`src/hw/rtl/b64e_pkg.sv`:
```
`timescale 1ns / 1ps
`default_nettype none
// ============================================================================
// b64e_pkg: shared types and constants for the Base64 stream encoder
// Beat payloads, the group record passed from front to back, and the
// symbol-to-ASCII mapping.
// ============================================================================
package b64e_pkg;

    localparam int unsigned PADDR_W  = 3;
    localparam int unsigned PDATA_W  = 32;
    localparam int unsigned Q_DEPTH  = 2;

    // register word index (paddr[2])
    localparam logic REG_URL_SAFE = 1'b0;

    localparam logic [6:0] PAD_CHAR = 7'd61;  // '='

    typedef struct packed {
        logic [7:0] data_byte;
        logic       last_byte;
    } t_in_item;

    typedef struct packed {
        logic [6:0] out_char;
        logic       last_char;
    } t_out_item;

    // One finished group, ready to be turned into characters.
    typedef struct packed {
        logic [23:0] group;
        logic [1:0]  last_data;  // index of last data symbol (1..3)
        logic [1:0]  last_idx;   // index of last character emitted (1..3)
        logic        last;       // message ends with this group
        logic        url;        // alphabet latched at group time
    } t_grp;

    // 6-bit symbol to ASCII, standard or URL-safe alphabet
    function automatic logic [6:0] b64e_map(input logic [5:0] sym, input logic url);
        logic [6:0] v;
        logic [6:0] r;
        v = {1'b0, sym};
        if (sym < 6'd26) begin
            r = 7'd65 + v;
        end else if (sym < 6'd52) begin
            r = 7'd71 + v;            // 'a' - 26
        end else if (sym < 6'd62) begin
            r = v - 7'd4;             // '0' - 52
        end else if (sym == 6'd62) begin
            r = url ? 7'd45 : 7'd43;  // '-' or '+'
        end else begin
            r = url ? 7'd95 : 7'd47;  // '_' or '/'
        end
        return r;
    endfunction

endpackage
`default_nettype wire

```
`src/hw/rtl/b64e_front.sv`:
```
`timescale 1ns / 1ps
`default_nettype none
// ============================================================================
// b64e_front: byte gatherer
// Collects up to three bytes and hands a finished group record to the queue.
// ============================================================================
module b64e_front
    import b64e_pkg::*;
(
    input  wire logic     i_clk,
    input  wire logic     i_rst_n,
    input  wire logic     i_push,
    input  wire t_in_item i_item,
    input  wire logic     i_q_full,
    input  wire logic     i_url_safe,
    output logic          o_full,
    output logic          o_q_wr,
    output t_grp          o_q_data
);

    logic [15:0] r_held;
    logic [15:0] n_held;
    logic [1:0]  r_cnt;
    logic [1:0]  n_cnt;
    logic        accept;
    logic        done;
    logic [1:0]  total_m1;

    assign o_full = i_q_full;
    assign accept = i_push && !i_q_full;
    // count of three cannot occur; treated as two
    assign done   = i_item.last_byte || r_cnt[1];
    assign o_q_wr = accept && done;

    always_comb begin
        n_held   = r_held;
        n_cnt    = r_cnt;
        total_m1 = r_cnt[1] ? 2'd2 : r_cnt;
        o_q_data.last_data = total_m1 + 2'd1;
        o_q_data.last_idx  = i_url_safe ? total_m1 + 2'd1 : 2'd3;
        o_q_data.last      = i_item.last_byte;
        o_q_data.url       = i_url_safe;
        case (r_cnt)
            2'd0:    o_q_data.group = {i_item.data_byte, 16'd0};
            2'd1:    o_q_data.group = {r_held[15:8], i_item.data_byte, 8'd0};
            default: o_q_data.group = {r_held, i_item.data_byte};
        endcase
        if (accept) begin
            if (done) begin
                n_held = '0;
                n_cnt  = '0;
            end else begin
                if (r_cnt == 2'd0) begin
                    n_held = {i_item.data_byte, 8'd0};
                end else begin
                    n_held = {r_held[15:8], i_item.data_byte};
                end
                n_cnt = r_cnt + 2'd1;
            end
        end
    end

    always_ff @(posedge i_clk) begin
        if (!i_rst_n) begin
            r_held <= '0;
            r_cnt  <= '0;
        end else begin
            r_held <= n_held;
            r_cnt  <= n_cnt;
        end
    end

endmodule
`default_nettype wire

```
`src/hw/rtl/b64e_queue.sv`:
```
`timescale 1ns / 1ps
`default_nettype none
// ============================================================================
// b64e_queue: two-entry group queue
// Decouples the byte gatherer from the character sequencer.
// ============================================================================
module b64e_queue
    import b64e_pkg::*;
(
    input  wire logic i_clk,
    input  wire logic i_rst_n,
    input  wire logic i_wr,
    input  wire t_grp i_wdata,
    input  wire logic i_rd,
    output logic      o_full,
    output logic      o_empty,
    output t_grp      o_rdata
);

    localparam int unsigned CNT_W = $clog2(Q_DEPTH + 1);
    localparam int unsigned PTR_W = (Q_DEPTH > 1) ? $clog2(Q_DEPTH) : 1;

    t_grp             r_mem [Q_DEPTH];
    logic [PTR_W-1:0] r_wp;
    logic [PTR_W-1:0] r_rp;
    logic [CNT_W-1:0] r_count;

    assign o_full  = (r_count == CNT_W'(Q_DEPTH));
    assign o_empty = (r_count == '0);
    assign o_rdata = r_mem[r_rp];

    always_ff @(posedge i_clk) begin
        if (i_wr) begin
            r_mem[r_wp] <= i_wdata;
        end
    end

    always_ff @(posedge i_clk) begin
        if (!i_rst_n) begin
            r_wp    <= '0;
            r_rp    <= '0;
            r_count <= '0;
        end else begin
            if (i_wr) begin
                r_wp <= (r_wp == PTR_W'(Q_DEPTH - 1)) ? '0 : r_wp + 1'b1;
            end
            if (i_rd) begin
                r_rp <= (r_rp == PTR_W'(Q_DEPTH - 1)) ? '0 : r_rp + 1'b1;
            end
            case ({i_wr, i_rd})
                2'b10:   r_count <= r_count + 1'b1;
                2'b01:   r_count <= r_count - 1'b1;
                default: r_count <= r_count;
            endcase
        end
    end

`ifndef SYNTH
    a_no_overflow: assert property (@(posedge i_clk) disable iff (!i_rst_n)
        i_wr |-> (!o_full || i_rd))
        else $error("group queue written while full");
    a_no_underflow: assert property (@(posedge i_clk) disable iff (!i_rst_n)
        i_rd |-> !o_empty)
        else $error("group queue read while empty");
`endif

endmodule
`default_nettype wire

```
`src/hw/rtl/b64e_back.sv`:
```
`timescale 1ns / 1ps
`default_nettype none
// ============================================================================
// b64e_back: character sequencer
// Walks the head group one symbol per cycle into the output register, while a group
// is queued and the output register is empty or being popped.
module b64e_back
    import b64e_pkg::*;
(
    input  wire logic i_clk,
    input  wire logic i_rst_n,
    input  wire logic i_q_empty,
    input  wire t_grp i_q_data,
    input  wire logic i_pop,
    output logic      o_q_rd,
    output logic      o_empty,
    output t_out_item o_item
);

    logic [1:0] r_idx;
    logic       r_valid;
    t_out_item  r_out;
    logic       load;
    logic [5:0] sym;
    t_out_item  nxt;

    assign load    = !i_q_empty && (!r_valid || i_pop);
    assign o_q_rd  = load && (r_idx == i_q_data.last_idx);
    assign o_empty = !r_valid;
    assign o_item  = r_out;

    always_comb begin
        case (r_idx)
            2'd0:    sym = i_q_data.group[23:18];
            2'd1:    sym = i_q_data.group[17:12];
            2'd2:    sym = i_q_data.group[11:6];
            default: sym = i_q_data.group[5:0];
        endcase
        nxt.out_char  = (r_idx <= i_q_data.last_data) ? b64e_map(sym, i_q_data.url)
                                                      : PAD_CHAR;
        nxt.last_char = i_q_data.last && (r_idx == i_q_data.last_idx);
    end

    always_ff @(posedge i_clk) begin
        if (load) begin
            r_out <= nxt;
        end
    end

    always_ff @(posedge i_clk) begin
        if (!i_rst_n) begin
            r_idx   <= '0;
            r_valid <= 1'b0;
        end else begin
            if (load) begin
                r_valid <= 1'b1;
                r_idx   <= o_q_rd ? 2'd0 : r_idx + 2'd1;
            end else if (i_pop) begin
                r_valid <= 1'b0;
            end
        end
    end

`ifndef SYNTH
    a_mid_group_has_head: assert property (@(posedge i_clk) disable iff (!i_rst_n)
        (r_idx != 2'd0) |-> !i_q_empty)
        else $error("sequencer mid-group with no group queued");
    a_idx_in_range: assert property (@(posedge i_clk) disable iff (!i_rst_n)
        !i_q_empty |-> (r_idx <= i_q_data.last_idx))
        else $error("sequencer index past last character");
`endif

endmodule
`default_nettype wire

```
`src/hw/rtl/base64_stream_encoder.sv`:
```
`timescale 1ns / 1ps
`default_nettype none
// A group-closing byte's group is queued, then its first character is registered.
// Throughput: the character sequencer gives one character per cycle while a group
//   is queued and the output is empty or popped; three bytes make four characters.
// The byte side takes one beat per cycle while the two-entry group queue has room.
// Reset: i_rst_n synchronous, active low; clears held bytes, queue, output valid and
//   url_safe (standard padded alphabet).
// ============================================================================
// base64_stream_encoder: streaming Base64 encoder
// Front gathers bytes into 24-bit groups, a short queue holds finished groups,
// the back end emits one ASCII character per beat with '=' padding in
// standard mode. APB register 0 (byte address 0) holds url_safe.
// ============================================================================
module base64_stream_encoder
    import b64e_pkg::*;
(
    input  wire logic               i_clk,
    input  wire logic               i_rst_n,
    // byte side
    input  wire logic               push,
    output logic                    full,
    input  wire t_in_item           i_in_item,
    // character side
    output logic                    empty,
    input  wire logic               pop,
    output t_out_item               o_out_item,
    // configuration
    input  wire logic               psel,
    input  wire logic               penable,
    input  wire logic               pwrite,
    input  wire logic [PADDR_W-1:0] paddr,
    input  wire logic [PDATA_W-1:0] pwdata,
    output logic      [PDATA_W-1:0] prdata,
    output logic                    pready
);

    logic r_url_safe;
    logic cfg_wr;

    // group path between front and back
    logic q_wr;
    logic q_rd;
    logic q_full;
    logic q_empty;
    t_grp q_wdata;
    t_grp q_rdata;

    // ---- register port: one register, word index from paddr[2]
    assign pready = 1'b1;
    assign cfg_wr = psel && penable && pwrite;

    always_ff @(posedge i_clk) begin
        if (!i_rst_n) begin
            r_url_safe <= 1'b0;
        end else if (cfg_wr && (paddr[2] == REG_URL_SAFE)) begin
            r_url_safe <= pwdata[0];
        end
    end

    assign prdata = (paddr[2] == REG_URL_SAFE) ? {{(PDATA_W-1){1'b0}}, r_url_safe} : '0;

    // ---- front: byte gatherer; alphabet is latched with each group
    b64e_front u_front (
        .i_clk      (i_clk),
        .i_rst_n    (i_rst_n),
        .i_push     (push),
        .i_item     (i_in_item),
        .i_q_full   (q_full),
        .i_url_safe (r_url_safe),
        .o_full     (full),
        .o_q_wr     (q_wr),
        .o_q_data   (q_wdata)
    );

    // ---- queue: lets the front keep taking beats while characters drain
    b64e_queue u_queue (
        .i_clk   (i_clk),
        .i_rst_n (i_rst_n),
        .i_wr    (q_wr),
        .i_wdata (q_wdata),
        .i_rd    (q_rd),
        .o_full  (q_full),
        .o_empty (q_empty),
        .o_rdata (q_rdata)
    );

    // ---- back: one character per beat into an output register
    b64e_back u_back (
        .i_clk     (i_clk),
        .i_rst_n   (i_rst_n),
        .i_q_empty (q_empty),
        .i_q_data  (q_rdata),
        .i_pop     (pop),
        .o_q_rd    (q_rd),
        .o_empty   (empty),
        .o_item    (o_out_item)
    );

endmodule
`default_nettype wire
```
`config.mk`:
```
export PLATFORM = sky130hd
export DESIGN_NAME = base64_stream_encoder
export DESIGN_NICKNAME = d
export VERILOG_FILES = /design/src/hw/rtl/b64e_pkg.sv /design/src/hw/rtl/b64e_front.sv /design/src/hw/rtl/b64e_queue.sv /design/src/hw/rtl/b64e_back.sv /design/src/hw/rtl/base64_stream_encoder.sv
export SDC_FILE = /design/constraint.sdc
export NUM_CORES = 1
export LEC_CHECK = 0
export ABC_CLOCK_PERIOD_IN_PS = 3750
export BUFFER_PORTS_ARGS = -buffer_cell sky130_fd_sc_hd__buf_2
export CORE_ASPECT_RATIO = 1.4
export CORE_MARGIN = 8
export CORE_UTILIZATION = 53
export CTS_CLUSTER_SIZE = 20
export DETAILED_ROUTE_END_ITERATION = 12
export GPL_TIMING_DRIVEN = 0
export PLACE_DENSITY = 0.87
export SYNTH_ARGS = -nofsm -noshare
export SYNTH_HDL_FRONTEND = slang
export SYNTH_SLANG_ARGS = --single-unit
export TNS_END_PERCENT = 20
```
`constraint.sdc`:
```
create_clock -name i_clk -period 3.75 [get_ports i_clk]
set_clock_uncertainty 0.2 [all_clocks]
set_input_delay 0.1875 -clock i_clk [delete_from_list [all_inputs] [get_ports i_clk]]
set_output_delay 0.1875 -clock i_clk [all_outputs]
set_load 0.01 [all_outputs]
```
Yosys cells after proc, flatten, opt, wreduce, memory -nomap -nowiden:

Memories as Yosys holds them, arrays and structs flattened. A register that Yosys moved wholly into a read port is not among the register bits.
Index checks and enable logic that the tools add are counted.

* register bits: 34
* RAM bits: 60
* bits of input ports: 51
* word-level logic and storage cells: 79
* memories kept: 1

* add/sub/neg operators: 10
* $lt $le $gt $ge: 4
* eq/ne operators: 8
* mux-type cells: 24
* bitwise gates (word level): 1
* reduce and logical (&&, ||, !) cells: 20

Memories
* u_queue.r_mem: depth 2, width 30, rd ports 1, clocked after Yosys merged registers in 1, write ports 1, RTL line b64e_queue.sv:23 `t_grp r_mem [Q_DEPTH];`

Operator list (number)
* case mux 24 bit (2 select lines): 1
* 2-to-1 mux 7 bit: 5
* 2-to-1 mux 16 bit: 2
* case mux 6 bit (3 select lines): 1
* adder 7 x 6 -> 7 bit (first input constant): 2
* less-than comparator 6 bit (second input constant): 2
* 2-to-1 mux 1 bit: 9
* adder 2 x 1 -> 2 bit (second input constant): 4
* logical AND 1 bit: 8
* 2-to-1 mux 2 bit: 4
* subtractor 6 x 3 -> 7 bit (second input constant): 1
* equality test 2 x 1 -> 1 bit (second input constant): 3
* equality test 2 bit (second input constant): 3
* equality test 6 bit (second input constant): 1
* zero test 2 bit: 3
* less-than comparator 6 x 5 -> 1 bit (second input constant): 1
* nonzero test 2 bit: 3
* case mux 2 bit (2 select lines): 1
* zero test 1 bit: 3
* 2-to-1 mux 3 bit: 1
* adder 1 bit (second input constant): 2
* equality test 2 bit: 1
* less-or-equal comparator 2 bit: 1
* logical OR 1 bit: 2
* 3 further kinds: 3

Logic depth before layout (Yosys ltp):

* depth after elaboration: 7
* mapped depth: 12
* depth with buffers taken out: 11

Hierarchy:

From an unflattened synthesis, not the netlist that was laid out.

* cell total of the unflattened synthesis: 424
* area, all modules: 4830.9 µm²

By module, submodules not included
* b64e_queue: instances 1, cells an instance 115, area an instance 2371.0 µm²
* b64e_back: instances 1, cells an instance 128, area an instance 1091.0 µm²
* b64e_front: instances 1, cells an instance 141, area an instance 1053.5 µm²
* base64_stream_encoder: instances 1, cells an instance 40, area an instance 315.3 µm²

Least setup slack after synthesis:

No wires, ideal clock.

* kind: register -> register
* from: reg u_queue.r_count[0]
* to: mem u_queue.r_mem[0][0] (netlist bit) (enable)
* setup time: 419 ps
* arrival time: 2195 ps
* data required time: 3131 ps
* path slack: 936 ps
* stages on the path, launching flop included: 5
* buffers on the path: 0
* path through: dfxtp_1 -> nand2b_1 -> and2_1 -> o21ai_0 -> nor2_1

* word-level cells in the longest chain between the ends: 6

Ends and longest elaborated chain
* from (decl): RTL line b64e_queue.sv:26 `logic [CNT_W-1:0] r_count;`
* from (signal assigned): RTL line b64e_queue.sv:51 `2'b10: r_count <= r_count + 1'b1;`
* from (signal assigned): RTL line b64e_queue.sv:52 `2'b01: r_count <= r_count - 1'b1;`
* from (signal assigned): RTL line b64e_queue.sv:53 `default: r_count <= r_count;`
* equality test 2 bit: RTL line b64e_queue.sv:28 `assign o_full = (r_count == CNT_W'(Q_DEPTH));`
* zero test 1 bit: RTL line b64e_front.sv:30 `assign accept = i_push && !i_q_full;`
* logical AND 1 bit: RTL line b64e_front.sv:30
* logical AND 1 bit: RTL line b64e_front.sv:33 `assign o_q_wr = accept && done;`
* 2-to-1 mux 1 bit: RTL line b64e_queue.sv:33 `if (i_wr) begin`
* 2-to-1 mux 1 bit (implied by the code): RTL line b64e_queue.sv:34 `r_mem[r_wp] <= i_wdata;`
* to (decl): RTL line b64e_queue.sv:23

No other way between the ends.

Worst setup path in the final report:

* from: reg u_back.r_idx[1]
* to: reg u_back.r_out, in the netlist u_back.o_item[5] (data pin)

* word-level cells in the longest chain between the ends: 7
* elaborated cells between the ends (all ways): 16
* those cells by class: 3 x add/sub; 4 x order compare; 3 x eq/ne; 5 x mux; 1 x reduce/logical

Ends and longest elaborated chain
* from (decl): RTL line b64e_back.sv:20 `logic [1:0] r_idx;`
* from (signal assigned): RTL line b64e_back.sv:57 `r_idx <= o_q_rd ? 2'd0 : r_idx + 2'd1;`
* branches (longest 7 deep; another with subtractor 6 x 3 -> 7 bit)
* to (signal assigned): RTL line b64e_back.sv:46 `r_out <= nxt;`
* to (decl): RTL line b64e_back.sv:22 `t_out_item r_out;`

Several ways; the timed one is not identified.
A chain may end at the register's enable or synchronous reset.

==> out/summary.md <==
The congestion estimate from routability-driven global placement came to 0.8776. The run gives 48 as the distinct cell type count after synthesis. Summed over its instances, the top area cell type makes up 44.22% of the synthesized netlist area.

Detailed placement finished with a half-perimeter wire length of 6839 um. Of the cells placed in the final design, the portion with a size suffix greater than 1 is 18.20%. The run gives 0 as the number of endpoints with negative hold slack in the final report. 0 antenna diodes ended up in the layout.

For this run, the number of Yosys warnings is 0. The residual antenna-violating net count after detailed routing was 0; the via count of the first global-routing pass was 3216. The logs give 32 for the largest net degree at the start of global routing and 548 for the number of nets in the layout. The async set-or-reset flop fraction in the synthesized netlist is 0%, and the global-route wire length before repair is 15040 um. The detailed router used layers up to and including met4. After detailed routing, the met3 layer carries 553 um of wire.

Final routed DRC violation total: 0. The required time of the worst setup path was 3.72 ns. The core outline area came out at 8508 um2. The most critical setup path has its startpoint at u_back.r_idx[1]. Of the synthesized area, sequential elements account for 55.92%. For this run the aggregate overflow at the end of global routing stands at 0. The library cell used most frequently in the layout, excluding fill and tap cells, is edfxtp_1.

TritonCTS built the clock tree. The dominant synthesized flop cell is edfxtp_1. The flow ran to the end, and the final reports show no timing, DRC or antenna violations. Adding up every negative setup slack in the final design gives 0 ns. The initial antenna violation count was 0. The tools report the worst IR drop on VDD as 0.3434 mV. The run gives 54.28% as the initial cell density of the core. The tools report the element type at the critical path start as a register. Once placement completed, the tool counted placed cells totaling 569.

The floorplan has 40 rows. The area growth from synthesis to layout works out to 16.39%. In this run the count of I/O pins placed on the die edge is 94. In this run the tightest slew margin relative to its limit is 29.92%.

By area the synthesized netlist is led by edfxtp_1, dfxtp_1, buf_4, a22oi_1, ha_1. In the layout the commonest cells are edfxtp_1, nand2_1, buf_4. The number of CTS-inserted buffers came out at 9. The die covers 12000 um2. Post-CTS repair changed the size of 0 cells. After detailed routing, the average wire length per cell comes to 15.97 um. The max-capacitance violation count is 0, and the clock transition at the register clock pins on the worst setup and hold paths after CTS is 0.06 ns. Routed via count: 3244. In this run the worst path has a maximum fanout of 9.

The total of flip-flops plus latches after synthesis is 95. The number of input and output port buffers inserted is 28. Summed over all layers, the routed wires come to 9487 um. The maximum clock path buffer count was 2; the count of pins over their slew limit was 0.

For the CTS H-tree depth, the log shows 3. The height of the die came out at 126.5 um. Summed over all cells, the static leakage comes to 2.068 nW. The number of flops mapped to enable cells by yosys works out to 68. The average size of a mapped cell came out at 11.40 um2. For the worst setup path, the data arrival time is 3.03 ns.

Dividing the detail-routed via count by the number of cells gives 5.461. The tree is rooted in a clkbuf_16. For this block, the initial DRC count from the detailed router was 211.

Setup repair after global routing left no endpoint under its margin. For this run, the detailed router's first-pass iteration total came to 5. The tools report the number of fill cells in the layout as 658.

From left edge to right edge, the die measures 94.89 um. Counting every instance in the synthesized netlist gives 405. The global-route usage over all layers was 16.07%; the power per unit of standard cell area was 444.6 nW/um2. For the number of sinks on the clock net, the log shows 95. The worst hold path belongs to the class input pin to register. STA classifies the critical path endpoint as a register. The critical register-to-register path startpoint is u_back.r_idx[1]. At the pin with the least slew margin, the transition time is 1.042 ns.

The minimum clock period after layout was 3.064 ns. Setup violations remaining at the end of the flow were counted as 0. The hold path startpoint is i_in_item[6]. The finished layout holds 594 standard cells, fillers aside. After synthesis the cells add up to 4618 um2.

The worst setup path is of the register to register kind. The logs give 0.3264 GHz for the achievable clock frequency and 3416 um for the routed length on met1. The wire length on met2 came out at 5273 um. The synthesized design spends more area on one cell type than any other, namely edfxtp_1. The post-route fraction of the period consumed by the critical path was 81.71%.

The later pin in the worst-skew pair is clocked with a latency of 0.33 ns.
==> area by class of cell <==
| class | count | area [um2] | share of cell area [%] |
|---|---|---|---|
| Sequential cell | 95 | 2582 | 48.04 |
| Multi-Input combinational cell | 276 | 1782 | 33.15 |
| Buffer | 49 | 326.6 | 6.075 |
| Timing Repair Buffer | 38 | 245.2 | 4.562 |
| Clock buffer | 14 | 244.0 | 4.539 |
| Tap cell | 105 | 131.4 | 2.444 |
| Inverter | 15 | 56.30 | 1.047 |
| Clock inverter | 2 | 7.507 | 0.1397 |
==> Yosys cell counts (6+ instances only) <==
cell type	instances
nor2_1	14
buf_4	33
ha_1	13
a21oi_1	7
and2_1	14
nand2b_1	10
mux2i_1	12
edfxtp_1	68
a22o_1	10
o21ai_0	16
nor2b_1	22
nand3_1	15
dfxtp_1	27
a22oi_1	23
clkbuf_1	11
nand2_1	33
mux2_2	6
inv_1	15
==> logic make-up after synthesis <==
logic type | after synthesis | synth area share, %
adder cells (fa/ha/maj) | 13 | 3.522
flip-flops | 95 | 55.92
other | 2 | 0.1626
XOR/XNOR | 6 | 1.138
AND/OR/NAND/NOR | 124 | 13.98
buffers and inverters | 64 | 8.290
AO/OA/AOI/OAI | 80 | 12.19
multiplexers | 21 | 4.795
==> power by group <==
| group | leakage [nW] | total [W] | switching, W | internal (W) |
|---|---|---|---|---|
| Clock | 0.120 | 0.000791 | 0.000344 | 0.000446 |
| Combinational | 1.10 | 0.000397 | 0.000237 | 0.000160 |
| Sequential | 0.847 | 0.00120 | 0.0000179 | 0.00118 |
| Total | 2.07 | 0.00239 | 0.000599 | 0.00179 |
==> timing repair <==
| action | CTS | global route |
|---|---|---|
| hold buffers | 9 | 0 |
| endpoints found under the hold margin | 11 | 0 |
| setup buffers | 0 | 0 |
==> flip-flops by register name, summed over array words and instances (netlist names), named ones only <==
name / count
u_back.o_item: 8
u_back.r_idx: 2
u_queue.r_rp: 1
u_front.r_cnt: 2
u_queue.r_wp: 1
u_queue.r_mem: 60
u_back.r_valid: 1
r_url_safe: 1
u_queue.r_count: 2
u_front.r_held: 16
==> worst max-delay path: stages (launching register included) <==
cell	delay [ns]
dfxtp_1	0.35
ha_1	0.19
clkbuf_1	0.21
nor2_1	0.33
nand2_1	0.11
o211ai_2	0.35
ha_1	0.25
inv_1	0.06
a31oi_1	0.25
nor3b_1	0.32
a21oi_1	0.08
o221ai_1	0.19
==> path summary, 6_finish.rpt <==
kind | slack [ns] | to | depth (start not counted)
max reg2reg | 0.69 | u_back.o_item[5] | 11
max | 0.69 | u_back.o_item[5] | 11
min | 0.005 | u_front.r_held[5] | 3
min reg2reg | 0.32 | u_front.r_held[13] | 2
==> metal layers <==
metal	up-vias	track usage, %
met5	-	0
li1	1564	-
met2	121	30.17
met1	1540	15.69
met3	19	2.834
met4	0	9.225
==> through the flow <==
stage                     util [%]  hold WS, ns  area, um2  setup slack (ns)  total power [W]
after global placement       58.79       0.2388       5002            0.2929         0.001584
after CTS                    63.10     0.002676       5369            0.7577         0.002386
after global routing         63.18     0.003963       5375            0.4746         0.002479
final                        63.18     0.005079       5375            0.6860         0.002390
after floorplan                  -      0.08637       4731            0.9360         0.001502
after detailed placement     59.09       0.2548       5027            0.7863         0.001603
(Power assumes the default switching activity.)
